### src/hdl/msq_pkg.sv
// ----------------------------------------------------------------------------
// msq_pkg
// Types, codes and fixed widths shared by the step sequencer modules.
// ----------------------------------------------------------------------------
package msq_pkg;

  localparam int CFG_IDX_W  = 3;
  localparam int CFG_DATA_W = 64;
  localparam int TIME_W     = 32;
  localparam int BPM_W      = 10;
  localparam int NOTE_W     = 7;
  localparam int SPEED_W    = 5;
  localparam int RATE_W     = 18;
  localparam int COUNT_W    = 4;
  localparam int POS_W      = 3;
  localparam int TONE_SLOTS = 4;
  localparam int BS_W       = BPM_W + SPEED_W;
  localparam int PROD_W     = TIME_W + BS_W;
  localparam int DIVR_W     = RATE_W + 6;
  localparam int REM_W      = DIVR_W + 1;
  localparam int DCNT_W     = $clog2(PROD_W);
  localparam int MSG_CAP    = 35;
  localparam int MSG_W      = $clog2(MSG_CAP + 1);
  localparam int SECS_PER_MIN = 60;

  localparam logic [NOTE_W-1:0]  NOTE_MAX  = 7'd127;
  localparam logic [SPEED_W-1:0] SPEED_RST = 5'd4;
  localparam logic [RATE_W-1:0]  RATE_RST  = 18'd48000;

  localparam logic KIND_ALL_OFF = 1'b0;
  localparam logic KIND_NOTE_ON = 1'b1;

  typedef enum logic [1:0] {
    ACT_TICK,
    ACT_NOTE_ON,
    ACT_NOTE_OFF,
    ACT_ALL_OFF
  } action_t;

  typedef enum logic [CFG_IDX_W-1:0] {
    CFG_STEP_COUNT,
    CFG_SPEED,
    CFG_RATE,
    CFG_PAT_01,
    CFG_PAT_23,
    CFG_PAT_45,
    CFG_PAT_67
  } cfg_idx_t;

  typedef enum logic [2:0] {
    ST_IDLE,
    ST_DECODE,
    ST_MUL1,
    ST_MUL2,
    ST_DIV,
    ST_WALK,
    ST_EMIT
  } state_t;

  typedef struct packed {
    logic [1:0]        action;
    logic [TIME_W-1:0] track_time;
    logic [BPM_W-1:0]  tempo_bpm;
    logic [NOTE_W-1:0] key_note;
  } in_t;

  typedef struct packed {
    logic              message_kind;
    logic [NOTE_W-1:0] note;
    logic              last;
  } out_t;

  typedef struct packed {
    logic cap_in;
    logic rewind;
    logic note_on;
    logic stop;
    logic mul1;
    logic mul2;
    logic div_step;
    logic step_adv;
    logic emit_start;
    logic emit_tones;
    logic slot_adv;
  } cmd_t;

  typedef struct packed {
    logic is_tick;
    logic is_note_on;
    logic is_off;
    logic n_zero;
    logic playing;
    logic rate_zero;
    logic div_last;
    logic walk_done;
    logic slot_end;
    logic slot_stall;
  } sts_t;

endpackage

### src/hdl/msq_ctrl.sv
// ----------------------------------------------------------------------------
// msq_ctrl
// Sequencing of one input beat: decode, multiply, divide, step walk, emission.
// ----------------------------------------------------------------------------
module msq_ctrl
  import msq_pkg::*;
(
  input  logic clk,
  input  logic rst_n,
  input  logic in_valid,
  output logic in_ready,
  input  sts_t sts,
  output cmd_t cmd
);

  state_t state_r;
  state_t state_nxt;

  always_ff @(posedge clk) begin
    if (!rst_n) begin
      state_r <= ST_IDLE;
    end else begin
      state_r <= state_nxt;
    end
  end

  always_comb begin
    cmd       = '0;
    state_nxt = state_r;
    in_ready  = 1'b0;
    case (state_r)
      ST_IDLE: begin
        in_ready = 1'b1;
        if (in_valid) begin
          cmd.cap_in = 1'b1;
          state_nxt  = ST_DECODE;
        end
      end
      ST_DECODE: begin
        if (sts.n_zero) begin
          state_nxt = ST_IDLE;
        end else if (sts.is_tick) begin
          if (!sts.playing) begin
            state_nxt = ST_IDLE;
          end else begin
            cmd.rewind = 1'b1;
            state_nxt  = sts.rate_zero ? ST_IDLE : ST_MUL1;
          end
        end else if (sts.is_note_on) begin
          cmd.note_on    = 1'b1;
          cmd.emit_start = 1'b1;
          cmd.emit_tones = 1'b1;
          state_nxt      = ST_EMIT;
        end else if (sts.is_off) begin
          cmd.stop       = 1'b1;
          cmd.emit_start = 1'b1;
          state_nxt      = ST_EMIT;
        end else begin
          state_nxt = ST_IDLE;
        end
      end
      ST_MUL1: begin
        cmd.mul1  = 1'b1;
        state_nxt = ST_MUL2;
      end
      ST_MUL2: begin
        cmd.mul2  = 1'b1;
        state_nxt = ST_DIV;
      end
      ST_DIV: begin
        cmd.div_step = 1'b1;
        if (sts.div_last) begin
          state_nxt = ST_WALK;
        end
      end
      ST_WALK: begin
        if (sts.walk_done) begin
          state_nxt = ST_IDLE;
        end else begin
          cmd.step_adv = 1'b1;
          state_nxt    = ST_EMIT;
        end
      end
      ST_EMIT: begin
        if (sts.slot_end) begin
          state_nxt = sts.is_tick ? ST_WALK : ST_IDLE;
        end else if (!sts.slot_stall) begin
          cmd.slot_adv = 1'b1;
        end
      end
      default: begin
        state_nxt = ST_IDLE;
      end
    endcase
  end

endmodule

### src/hdl/msq_datapath.sv
// ----------------------------------------------------------------------------
// msq_datapath
// Settings, sequencer state, step position divider and output beat register.
// ----------------------------------------------------------------------------
module msq_datapath
  import msq_pkg::*;
#(
  parameter int MAX_STEPS      = 8,
  parameter int TONES_PER_STEP = 4
) (
  input  logic                  clk,
  input  logic                  rst_n,
  input  in_t                   in_data,
  input  logic                  cfg_we,
  input  logic [CFG_IDX_W-1:0]  cfg_index,
  input  logic [CFG_DATA_W-1:0] cfg_data,
  input  cmd_t                  cmd,
  output sts_t                  sts,
  output logic                  out_valid,
  input  logic                  out_ready,
  output out_t                  out_data
);

  localparam int SLOT_W  = $clog2(TONES_PER_STEP + 2);
  localparam int GUARD_W = $clog2(MAX_STEPS + 1);
  localparam logic [COUNT_W-1:0] MAX_CNT  = COUNT_W'(MAX_STEPS);
  localparam logic [SLOT_W-1:0]  SLOT_END = SLOT_W'(TONES_PER_STEP + 1);
  localparam logic [GUARD_W-1:0] GUARD_MAX = GUARD_W'(MAX_STEPS);

  // settings
  logic [COUNT_W-1:0]    step_count_r;
  logic [SPEED_W-1:0]    speed_r;
  logic [RATE_W-1:0]     rate_r;
  logic [CFG_DATA_W-1:0] pat_r [4];

  // sequencer state
  logic [POS_W-1:0]  pos_r;
  logic [TIME_W-1:0] start_r;
  logic [TIME_W-1:0] latest_r;
  logic              playing_r;
  logic              has_base_r;
  logic [NOTE_W-1:0] base_r;

  // job and arithmetic
  in_t                in_r;
  logic [BS_W-1:0]    bs_r;
  logic [TIME_W-1:0]  diff_r;
  logic [DIVR_W-1:0]  divr_r;
  logic [PROD_W-1:0]  prod_r;
  logic [DIVR_W-1:0]  rem_r;
  logic [DCNT_W-1:0]  dcnt_r;
  logic [COUNT_W-1:0] qmod_r;
  logic [GUARD_W-1:0] guard_r;
  logic               final_r;
  logic               tones_en_r;
  logic [SLOT_W-1:0]  slot_r;
  logic [MSG_W-1:0]   count_r;
  logic               out_valid_r;
  out_t               out_r;

  logic [COUNT_W-1:0]    n_steps;
  logic                  key_match;
  logic [31:0]           word;
  logic [TONE_SLOTS-1:0] tone_v;
  logic                  later;
  logic [1:0]            tone_idx;
  logic [NOTE_W-1:0]     offset;
  logic [NOTE_W:0]       sum;
  logic                  msg_exists;
  logic                  emit_ok;
  logic                  load;
  out_t                  msg;
  logic                  out_free;
  logic [COUNT_W-1:0]    pos_inc;
  logic [POS_W-1:0]      pos_nxt;
  logic [GUARD_W-1:0]    guard_nxt;
  logic                  final_nxt;
  logic                  dbit;
  logic [REM_W-1:0]      rem_sh;
  logic                  qbit;
  logic [DIVR_W-1:0]     rem_nxt;
  logic [COUNT_W-1:0]    qt;
  logic [COUNT_W-1:0]    qmod_nxt;

  assign n_steps   = (step_count_r > MAX_CNT) ? MAX_CNT : step_count_r;
  assign key_match = has_base_r && (base_r == in_r.key_note);
  assign word      = pos_r[0] ? pat_r[pos_r[2:1]][63:32] : pat_r[pos_r[2:1]][31:0];

  // tone emission
  always_comb begin
    later = 1'b0;
    for (int j = 0; j < TONE_SLOTS; j++) begin
      tone_v[j] = word[8*j+7] && tones_en_r && (j < TONES_PER_STEP);
    end
    for (int j = 0; j < TONE_SLOTS; j++) begin
      if (tone_v[j] && (j >= int'(slot_r))) begin
        later = 1'b1;
      end
    end
  end

  assign tone_idx   = 2'(slot_r - SLOT_W'(1));
  assign offset     = word[8*tone_idx +: NOTE_W];
  assign sum        = {1'b0, base_r} + {1'b0, offset};
  assign msg_exists = (slot_r == '0) || tone_v[tone_idx];
  assign emit_ok    = msg_exists && (count_r != MSG_W'(MSG_CAP));
  assign out_free   = !out_valid_r || out_ready;
  assign load       = cmd.slot_adv && emit_ok;

  always_comb begin
    msg.message_kind = (slot_r == '0) ? KIND_ALL_OFF : KIND_NOTE_ON;
    msg.note         = (slot_r == '0) ? '0 : (sum[NOTE_W] ? NOTE_MAX : sum[NOTE_W-1:0]);
    msg.last         = (count_r == MSG_W'(MSG_CAP - 1)) || (final_r && !later);
  end

  // step walk
  assign pos_inc   = {1'b0, pos_r} + COUNT_W'(1);
  assign pos_nxt   = (pos_inc >= n_steps) ? '0 : pos_inc[POS_W-1:0];
  assign guard_nxt = guard_r + GUARD_W'(1);
  assign final_nxt = ({1'b0, pos_nxt} == qmod_r) || (guard_nxt == GUARD_MAX);

  // restoring divide, quotient reduced modulo the step count on the fly
  assign dbit     = prod_r[dcnt_r];
  assign rem_sh   = {rem_r, dbit};
  assign qbit     = rem_sh >= {1'b0, divr_r};
  assign rem_nxt  = qbit ? DIVR_W'(rem_sh - {1'b0, divr_r}) : rem_sh[DIVR_W-1:0];
  assign qt       = {qmod_r[COUNT_W-2:0], qbit};
  assign qmod_nxt = (qt >= n_steps) ? (qt - n_steps) : qt;

  always_comb begin
    sts.is_tick    = in_r.action == ACT_TICK;
    sts.is_note_on = in_r.action == ACT_NOTE_ON;
    sts.is_off     = ((in_r.action == ACT_NOTE_OFF) && key_match) ||
                     (in_r.action == ACT_ALL_OFF);
    sts.n_zero     = n_steps == '0;
    sts.playing    = playing_r;
    sts.rate_zero  = rate_r == '0;
    sts.div_last   = dcnt_r == '0;
    sts.walk_done  = ({1'b0, pos_r} == qmod_r) || (guard_r == GUARD_MAX);
    sts.slot_end   = slot_r == SLOT_END;
    sts.slot_stall = emit_ok && !out_free;
  end

  always_ff @(posedge clk) begin
    if (!rst_n) begin
      step_count_r <= '0;
      speed_r      <= SPEED_RST;
      rate_r       <= RATE_RST;
      for (int i = 0; i < 4; i++) begin
        pat_r[i] <= '0;
      end
      pos_r       <= '0;
      start_r     <= '0;
      latest_r    <= '0;
      playing_r   <= 1'b0;
      has_base_r  <= 1'b0;
      base_r      <= '0;
      guard_r     <= '0;
      final_r     <= 1'b0;
      tones_en_r  <= 1'b0;
      slot_r      <= SLOT_END;
      count_r     <= '0;
      out_valid_r <= 1'b0;
    end else begin
      if (cfg_we) begin
        case (cfg_index)
          CFG_STEP_COUNT: step_count_r <= cfg_data[COUNT_W-1:0];
          CFG_SPEED:      speed_r      <= cfg_data[SPEED_W-1:0];
          CFG_RATE:       rate_r       <= cfg_data[RATE_W-1:0];
          CFG_PAT_01:     pat_r[0]     <= cfg_data;
          CFG_PAT_23:     pat_r[1]     <= cfg_data;
          CFG_PAT_45:     pat_r[2]     <= cfg_data;
          CFG_PAT_67:     pat_r[3]     <= cfg_data;
          default: ;
        endcase
      end
      if (cmd.cap_in) begin
        if (in_data.action == ACT_TICK) begin
          latest_r <= in_data.track_time;
        end
        count_r <= '0;
        guard_r <= '0;
      end
      if (cmd.rewind && (in_r.track_time < start_r)) begin
        start_r <= in_r.track_time;
        pos_r   <= '0;
      end
      if (cmd.note_on) begin
        if (!has_base_r) begin
          pos_r   <= '0;
          start_r <= latest_r;
        end
        playing_r  <= 1'b1;
        has_base_r <= 1'b1;
        base_r     <= in_r.key_note;
      end
      if (cmd.stop) begin
        playing_r <= 1'b0;
      end
      if (cmd.emit_start) begin
        slot_r     <= '0;
        final_r    <= 1'b1;
        tones_en_r <= cmd.emit_tones;
      end
      if (cmd.step_adv) begin
        pos_r      <= pos_nxt;
        guard_r    <= guard_nxt;
        final_r    <= final_nxt;
        tones_en_r <= 1'b1;
        slot_r     <= '0;
      end
      if (cmd.slot_adv) begin
        slot_r <= slot_r + SLOT_W'(1);
      end
      if (load) begin
        out_valid_r <= 1'b1;
        count_r     <= count_r + MSG_W'(1);
      end else if (out_ready) begin
        out_valid_r <= 1'b0;
      end
    end
  end

  always_ff @(posedge clk) begin
    if (cmd.cap_in) begin
      in_r <= in_data;
    end
    if (cmd.mul1) begin
      bs_r   <= BS_W'(in_r.tempo_bpm) * BS_W'(speed_r);
      diff_r <= in_r.track_time - start_r;
      divr_r <= DIVR_W'(rate_r) * DIVR_W'(SECS_PER_MIN);
    end
    if (cmd.mul2) begin
      prod_r <= PROD_W'(diff_r) * PROD_W'(bs_r);
      rem_r  <= '0;
      qmod_r <= '0;
      dcnt_r <= DCNT_W'(PROD_W - 1);
    end
    if (cmd.div_step) begin
      rem_r  <= rem_nxt;
      qmod_r <= qmod_nxt;
      dcnt_r <= dcnt_r - DCNT_W'(1);
    end
    if (load) begin
      out_r <= msg;
    end
  end

  assign out_valid = out_valid_r;
  assign out_data  = out_r;

`ifndef SYNTHESIS
  assert property (@(posedge clk) disable iff (!rst_n)
    load |-> out_free)
    else $error("output beat overwritten");

  assert property (@(posedge clk) disable iff (!rst_n)
    count_r <= MSG_W'(MSG_CAP))
    else $error("message count above cap");

  assert property (@(posedge clk) disable iff (!rst_n)
    guard_r <= GUARD_MAX)
    else $error("step walk ran past its guard");

  assert property (@(posedge clk) disable iff (!rst_n)
    (cmd.div_step && (dcnt_r == '0)) |=> (qmod_r < n_steps))
    else $error("target step not below step count");

  assert property (@(posedge clk) disable iff (!rst_n)
    (out_valid_r && (out_r.message_kind == KIND_ALL_OFF)) |-> (out_r.note == '0))
    else $error("all-off beat carries a note");
`endif

endmodule

### src/hdl/midi_step_sequencer.sv
// ----------------------------------------------------------------------------
// midi_step_sequencer
// Step sequencer and arpeggiator: tick, note on, note off and all-off beats
// in, all-off and note-on messages out.
// ----------------------------------------------------------------------------
// One input beat is taken at a time, only while the controller is idle.
// A note on, a matching note off or an all off is decoded and then emits its
// messages; a note off that matches no held note ends after decode. A tick that
// advances is decoded, multiplied in two states and then runs a bit-serial
// divide of elapsed * tempo * speed by the rate register * 60, then walks one
// step at a time, emitting the messages of each step, up to MAX_STEPS steps;
// a tick that does not advance ends after decode or after the divide. Each
// message waits in a single output register, so a stalled out_ready holds
// emission. Settings are written on the cfg port (always ready) and must only
// change while idle.
// ----------------------------------------------------------------------------
module midi_step_sequencer
  import msq_pkg::*;
#(
  parameter int MAX_STEPS      = 8,
  parameter int TONES_PER_STEP = 4
) (
  input  logic                  clk,
  input  logic                  rst_n,
  input  logic                  in_valid,
  output logic                  in_ready,
  input  in_t                   in_data,
  output logic                  out_valid,
  input  logic                  out_ready,
  output out_t                  out_data,
  input  logic                  cfg_valid,
  output logic                  cfg_ready,
  input  logic [CFG_IDX_W-1:0]  cfg_index,
  input  logic [CFG_DATA_W-1:0] cfg_data
);

  cmd_t cmd;
  sts_t sts;

  assign cfg_ready = 1'b1;

  msq_ctrl u_ctrl (
    .clk      (clk),
    .rst_n    (rst_n),
    .in_valid (in_valid),
    .in_ready (in_ready),
    .sts      (sts),
    .cmd      (cmd)
  );

  msq_datapath #(
    .MAX_STEPS      (MAX_STEPS),
    .TONES_PER_STEP (TONES_PER_STEP)
  ) u_datapath (
    .clk       (clk),
    .rst_n     (rst_n),
    .in_data   (in_data),
    .cfg_we    (cfg_valid && cfg_ready),
    .cfg_index (cfg_index),
    .cfg_data  (cfg_data),
    .cmd       (cmd),
    .sts       (sts),
    .out_valid (out_valid),
    .out_ready (out_ready),
    .out_data  (out_data)
  );

endmodule
### config.mk
export PLATFORM = sky130hd
export DESIGN_NAME = midi_step_sequencer
export DESIGN_NICKNAME = d
export VERILOG_FILES = /design/src/hdl/msq_pkg.sv /design/src/hdl/msq_ctrl.sv /design/src/hdl/msq_datapath.sv /design/src/hdl/midi_step_sequencer.sv
export SDC_FILE = /design/constraint.sdc
export NUM_CORES = 2
export LEC_CHECK = 0
export ABC_AREA = 1
export BUFFER_PORTS_ARGS = -buffer_cell sky130_fd_sc_hd__buf_2
export CORE_ASPECT_RATIO = 0.6
export CORE_MARGIN = 10
export CORE_UTILIZATION = 40
export DETAILED_ROUTE_END_ITERATION = 7
export PLACE_DENSITY_LB_ADDON = 0.1
export SETUP_SLACK_MARGIN = 0.15
export SYNTH_ARGS = -nofsm -noshare
export SYNTH_HDL_FRONTEND = slang
export SYNTH_HIERARCHICAL = 1
export SYNTH_SLANG_ARGS = --single-unit
### constraint.sdc
create_clock -name clk -period 22.4 [get_ports clk]
set_input_delay 5.6 -clock clk [delete_from_list [all_inputs] [get_ports clk]]
set_output_delay 5.6 -clock clk [all_outputs]
set_load 0.02 [all_outputs]
-- Word level (Yosys, flattened, before mapping)
Memories as Yosys holds them, arrays and structs flattened. A register that Yosys moved wholly into a read port is not among the register bits.
Index checks and enable logic that the tools add are counted.
- flip-flop bits (word level): 332
- bits in writable memories: 256
- output and inout bits: 12
- logic and storage cells: 229
- memories: 1
- add/subtract/negate cells: 10
- multiply operators: 3
- order comparisons: 11
- equality and inequality tests: 26
- shift-type cells: 1
- mux-type cells: 98
- bitwise operators: 5
- reduce and logical (&&, ||, !) cells: 44
- memories (memory ; words ; bits a word ; rd ports ; clocked after Yosys merged registers in ; write ports ; line ; RTL):
    u_datapath.pat_r ; 4 ; 64 ; 1 ; 1 ; 4 ; msq_datapath.sv:34 ; logic [CFG_DATA_W-1:0] pat_r [4];
- operator list (kind ; number):
    2-to-1 mux 64 bit ; 4
    2-to-1 mux 32 bit ; 4
    2-to-1 mux 24 bit ; 3
    2-to-1 mux 3 bit ; 20
    multiplier 32 x 15 -> 47 bit ; 1
    2-to-1 mux 1 bit ; 47
    < comparator 32 bit ; 1
    indexed part select 32 x 6 -> 7 bit ; 1
    subtractor 32 bit ; 1
    >= comparator 25 x 24 -> 1 bit ; 1
    2-to-1 mux 4 bit ; 6
    2-to-1 mux 6 bit ; 4
    subtractor 24 bit ; 1
    multiplier 18 x 4 -> 22 bit, second input constant ; 1
    equality test 3 bit, second input constant ; 7
    one-hot mux 3 bit (7 select lines) ; 1
    zero test 18 bit ; 1
    logical AND 1 bit ; 15
    multiplier 10 x 5 -> 15 bit ; 1
    equality test 3 x 2 -> 1 bit, second input constant ; 4
    2-to-1 mux 2 bit ; 6
    nonzero test 2 bit ; 5
    zero test 3 bit ; 3
    adder 7 x 7 -> 8 bit ; 1
    36 further kinds ; 59

-- Longest topological paths before layout
- depth after elaboration: 15
- depth in mapped cells: 28

-- By module
The synthesis kept the hierarchy.
- by module, submodules not included (module ; instances ; cells each ; area an instance (µm²)):
    msq_datapath ; 1 ; 5508 ; 47055.1
    msq_ctrl ; 1 ; 61 ; 297.8
    midi_step_sequencer ; 1 ; 2 ; 11.3

-- Least setup slack after synthesis
Ideal clock, no wire load.
- kind: input-to-reg
- start: input port cfg_valid
- end: memory u_datapath.pat_r[0][0], enable pin
- arrival: 10.550 ns
- data required time: 21.819 ns
- setup slack: 11.268 ns
- stages on the path: 4
- buffers on the path: 0
- path through: inv_1 nor2_1 inv_1 o31ai_1
- RTL lines (what ; line ; RTL):
    from (decl) ; midi_step_sequencer.sv:31 ; input logic cfg_valid,
    to (decl) ; msq_datapath.sv:34 ;

==> reports/summary.md <==
Once detailed placement completed, the half-perimeter wirelength came to 109 mm. The number of sinks driven by the clock tree was 588. When the netlist entered floorplanning its net count stood at 6391.

Buffers inserted to repair hold after CTS numbered 0. Timing would allow up to 129 MHz. Entering global routing, the biggest net connects 76 pins.

In the synthesized netlist the async set-or-reset flop fraction comes to 0%. The post-route netlist has 6.34% of its cells at a drive strength greater than 1. The share of synthesized area in the top cell type comes to 29.5%. Starting DRC count in detailed routing: 3833. The number of filler instances in the final layout was 11700. By count the netlist is led by 1117 x sky130_fd_sc_hd__inv_1, 1024 x sky130_fd_sc_hd__nand2_1, 703 x sky130_fd_sc_hd__nor2_1. Summed over all cells, the static leakage comes to 25.0 nW.

For this design the ratio of total power to cell area is 84.8 mW/mm2. Of the total power, the share spent switching nets is 43.0%. The tools report the CTS root buffer as sky130_fd_sc_hd__clkbuf_16. The flow ran to the end, and the final reports show no timing, DRC or antenna violations. Setup repair after global routing left no endpoint under its margin. The number of vias per cell after detailed routing is 5.15, and the final number of hold-violating endpoints is 0. At the later pin of the worst-skew pair, clock insertion delay measures 670 ps. The run gives 0 as the number of maximum-capacitance violations. After technology mapping, the gate count stands at 5571. After detailed routing, the met2 layer carries 51.4 mm of wire. During synthesis, Yosys emitted a total of 6 warnings.

Counting distinct cell types in the post-synthesis netlist gives 56. For the I/O pin count, the log shows 135. The average instance in the mapped netlist occupies 8.50 um2.

Final count of pins violating max slew: 0. The remaining antenna violation count after routing is 0, and the proportion of power drawn by combinational gates is 45.9%. For the reported net switching power, the log shows 1.88 mW. The remaining max-slew budget at the tightest pin is 23.2%, and the H-tree depth reported by CTS is 2.

Cell internal power was estimated by the tool at 2.48 mW. The die width was 464 um; the routed via count was 37200. Across the routed clock network, the largest skew measured is 34.7 ps. The longest clock path from root to sink contains 3 buffers. The highest ir drop seen on vdd is 70.7 uV. The clock-pin slew reported for the worst setup and hold paths after clock tree synthesis is 70 ps, and the number of global-route vias before repair is 36200.

The area growth from synthesis to layout is 8.53%. Setup violations remaining at the end of the flow were counted as 0. By area the synthesized netlist is led by sky130_fd_sc_hd__edfxtp_1 30%, sky130_fd_sc_hd__fa_1 19%, sky130_fd_sc_hd__inv_1 8.9%. The total of cells resized after clock tree synthesis is 0, and the number of buffers added on ports is 133. The run gives 0.117 mm2 as the area of the core. Class of the tightest hold or removal check: register to register.

Of all nets on the critical path, the largest fanout is 53. After the last flow step, the layout net total stands at 6407. The congestion estimate from routability-driven global placement came to 0.937. The number of placement rows was 97.

The arrival time reported for the critical path endpoint was 8260 ps. The clock power share was 23.1%; the starting density of the core was 40.4%. The count of flip-flops with a built-in enable after synthesis is 466. Sequential cells were found to cover 34.7% of the synthesized design area. STA classifies the critical path startpoint as an input pin.

The die boundary height came out at 287 um. The most used flip-flop cell after synthesis is sky130_fd_sc_hd__edfxtp_1. The total wire length was 147 mm. TritonCTS built the clock tree. The number of clock buffers added by TritonCTS is 57. Dividing the final minimum period by the clock period gives 34.5%.

After detailed routing, the number of remaining DRC violations is 0. The most frequently used cell type in the post-synthesis netlist was sky130_fd_sc_hd__inv_1. Global routing finished with a remaining overflow of 0. The synthesized design spends more area on one cell type than any other, namely sky130_fd_sc_hd__edfxtp_1. The run gives 21.8% as the global-route total usage across every layer. The detailed router put a total of 78.7 mm of wire on met1.

Count of buffers added by post-CTS timing repair for setup: 0. The run gives 14680 ps as the setup slack of the critical path after layout. The pre-antenna-repair detailed-routing pass consisted of 6 iterations. STA classifies the critical path endpoint as a register. The topmost layer with routed signal wires was met4. For the mapped cell area, the log shows 0.0474 mm2. STA puts the critical path data required time at 22940 ps. Sequential cells account for 31.0% of the total power.

In this run, synthesis produced a sequential element count of 588. The time the final worst path needs with I/O delays and setup is 7720 ps. The routed wire length per instance is 20.3 um. Wire segments on met3 add up to 14.9 mm in the final route. Wire length of the first global-routing pass: 227 mm. The die covers 0.133 mm2. The setup slack at placement was 13960 ps. The worst setup path is of the input pin to register kind. For the pin with the worst max-slew slack, the measured transition is 1150 ps.

Once layout is complete, the utilization of the core stands at 43.9%. For the final routed database, the setup TNS stands at 0 ps. The run gives 14 as the number of antenna violations at the first check in global routing.
-- logic make-up after synthesis --
group,synth area share (%)
adder cells (fa/ha/maj),25.5
XOR/XNOR,2.61
flip-flops,34.7
AND/OR/NAND/NOR,17.9
other,0.00792
buffers and inverters,11.1
AO/OA/AOI/OAI,8.17
-- area by class of cell --
class | instances | area, um2 | share of cell area [%]
multi-input cells | 3617 | 25800 | 50.1
clock inverters | 31 | 339 | 0.660
well taps | 1584 | 1980 | 3.86
flip-flops and latches | 588 | 16400 | 32.0
diodes | 3 | 7.51 | 0.0146
clock buffers | 75 | 1540 | 3.00
inverters | 1143 | 4300 | 8.36
repair buffers | 180 | 1020 | 1.99
-- registers in the layout, summed over array words and instances, names as in the netlist, 18 cells and up --
name,count
u_datapath/diff_r,32
u_datapath/divr_r,22
u_datapath/in_r,51
u_datapath/latest_r,32
u_datapath/pat_r,256
u_datapath/prod_r,47
u_datapath/rate_r,18
u_datapath/rem_r,24
u_datapath/start_r,32
-- worst paths after layout --
check / slack, ps / end / depth (start not counted) / startpoint
worst max-delay path: 14680 / u_datapath/latest_r[25] / 11 / in_valid
worst min-delay path: 480 / u_datapath/count_r[5] / 2 / u_datapath/count_r[5]
worst max register to register: 15300 / u_datapath/prod_r[44] / 21 / u_datapath/bs_r[1]
worst min register to register: 480 / u_datapath/count_r[5] / 2 / u_datapath/count_r[5]
-- per-layer routing --
metal,track usage (%),up-vias
li1,-,17400
met1,37.1,18200
met2,26.9,1464
met3,5.67,121
met4,3.09,0
met5,0,-
-- critical path, stage by stage --
cell and delay, ps:
sky130_fd_sc_hd__buf_2 110, sky130_fd_sc_hd__inv_1 70, sky130_fd_sc_hd__nor2_4 90, sky130_fd_sc_hd__buf_4 590, sky130_fd_sc_hd__inv_1 370, sky130_fd_sc_hd__nor3_2 190
sky130_fd_sc_hd__buf_4 390, sky130_fd_sc_hd__inv_1 270, sky130_fd_sc_hd__buf_4 300, sky130_fd_sc_hd__nor2_1 130, sky130_fd_sc_hd__nor2_1 60
-- placed cells by master, fill, tap and decap left out, drive strengths merged, types with 6 or more instances in the layout --
cell and instances:
o21bai 16, o211ai 22, clkbuf 75, nand3 220, nor4 17, ha 248, xor2 91, inv 1142
o21ai 314, xnor2 50, dfxtp 122, edfxtp 466, o31ai 7, nand2 1026, fa 449, clkinv 24
buf 180, or2 33, nand4 48, a21boi 6, nor2 703, o22ai 64, a31oi 16, a21oi 210
nor3 28, a21o 16, o21a 7
-- metrics by stage --
stage,std cells,hold WS [ps],instance area (um2),power (mW)
finish,7221,484,51400,4.36
CTS,7218,488,51400,4.31
global route,7220,506,51400,4.61
floorplan,5571,450,47400,2.57
global placement,7112,466,49500,3.30
detailed placement,7112,473,49500,3.27
-- power groups by stage --
stage          Sequential, mW  Combinational, mW  Clock [mW]
2_1_floorplan            1.36               1.21           0
3_3_place_gp             1.37               1.93           0
3_5_place_dp             1.37               1.90           0
4_1_cts                  1.35               1.93        1.03
5_1_grt                  1.36               2.18        1.07
6_report                 1.35               2.00        1.01
(Power assumes the default switching activity.)
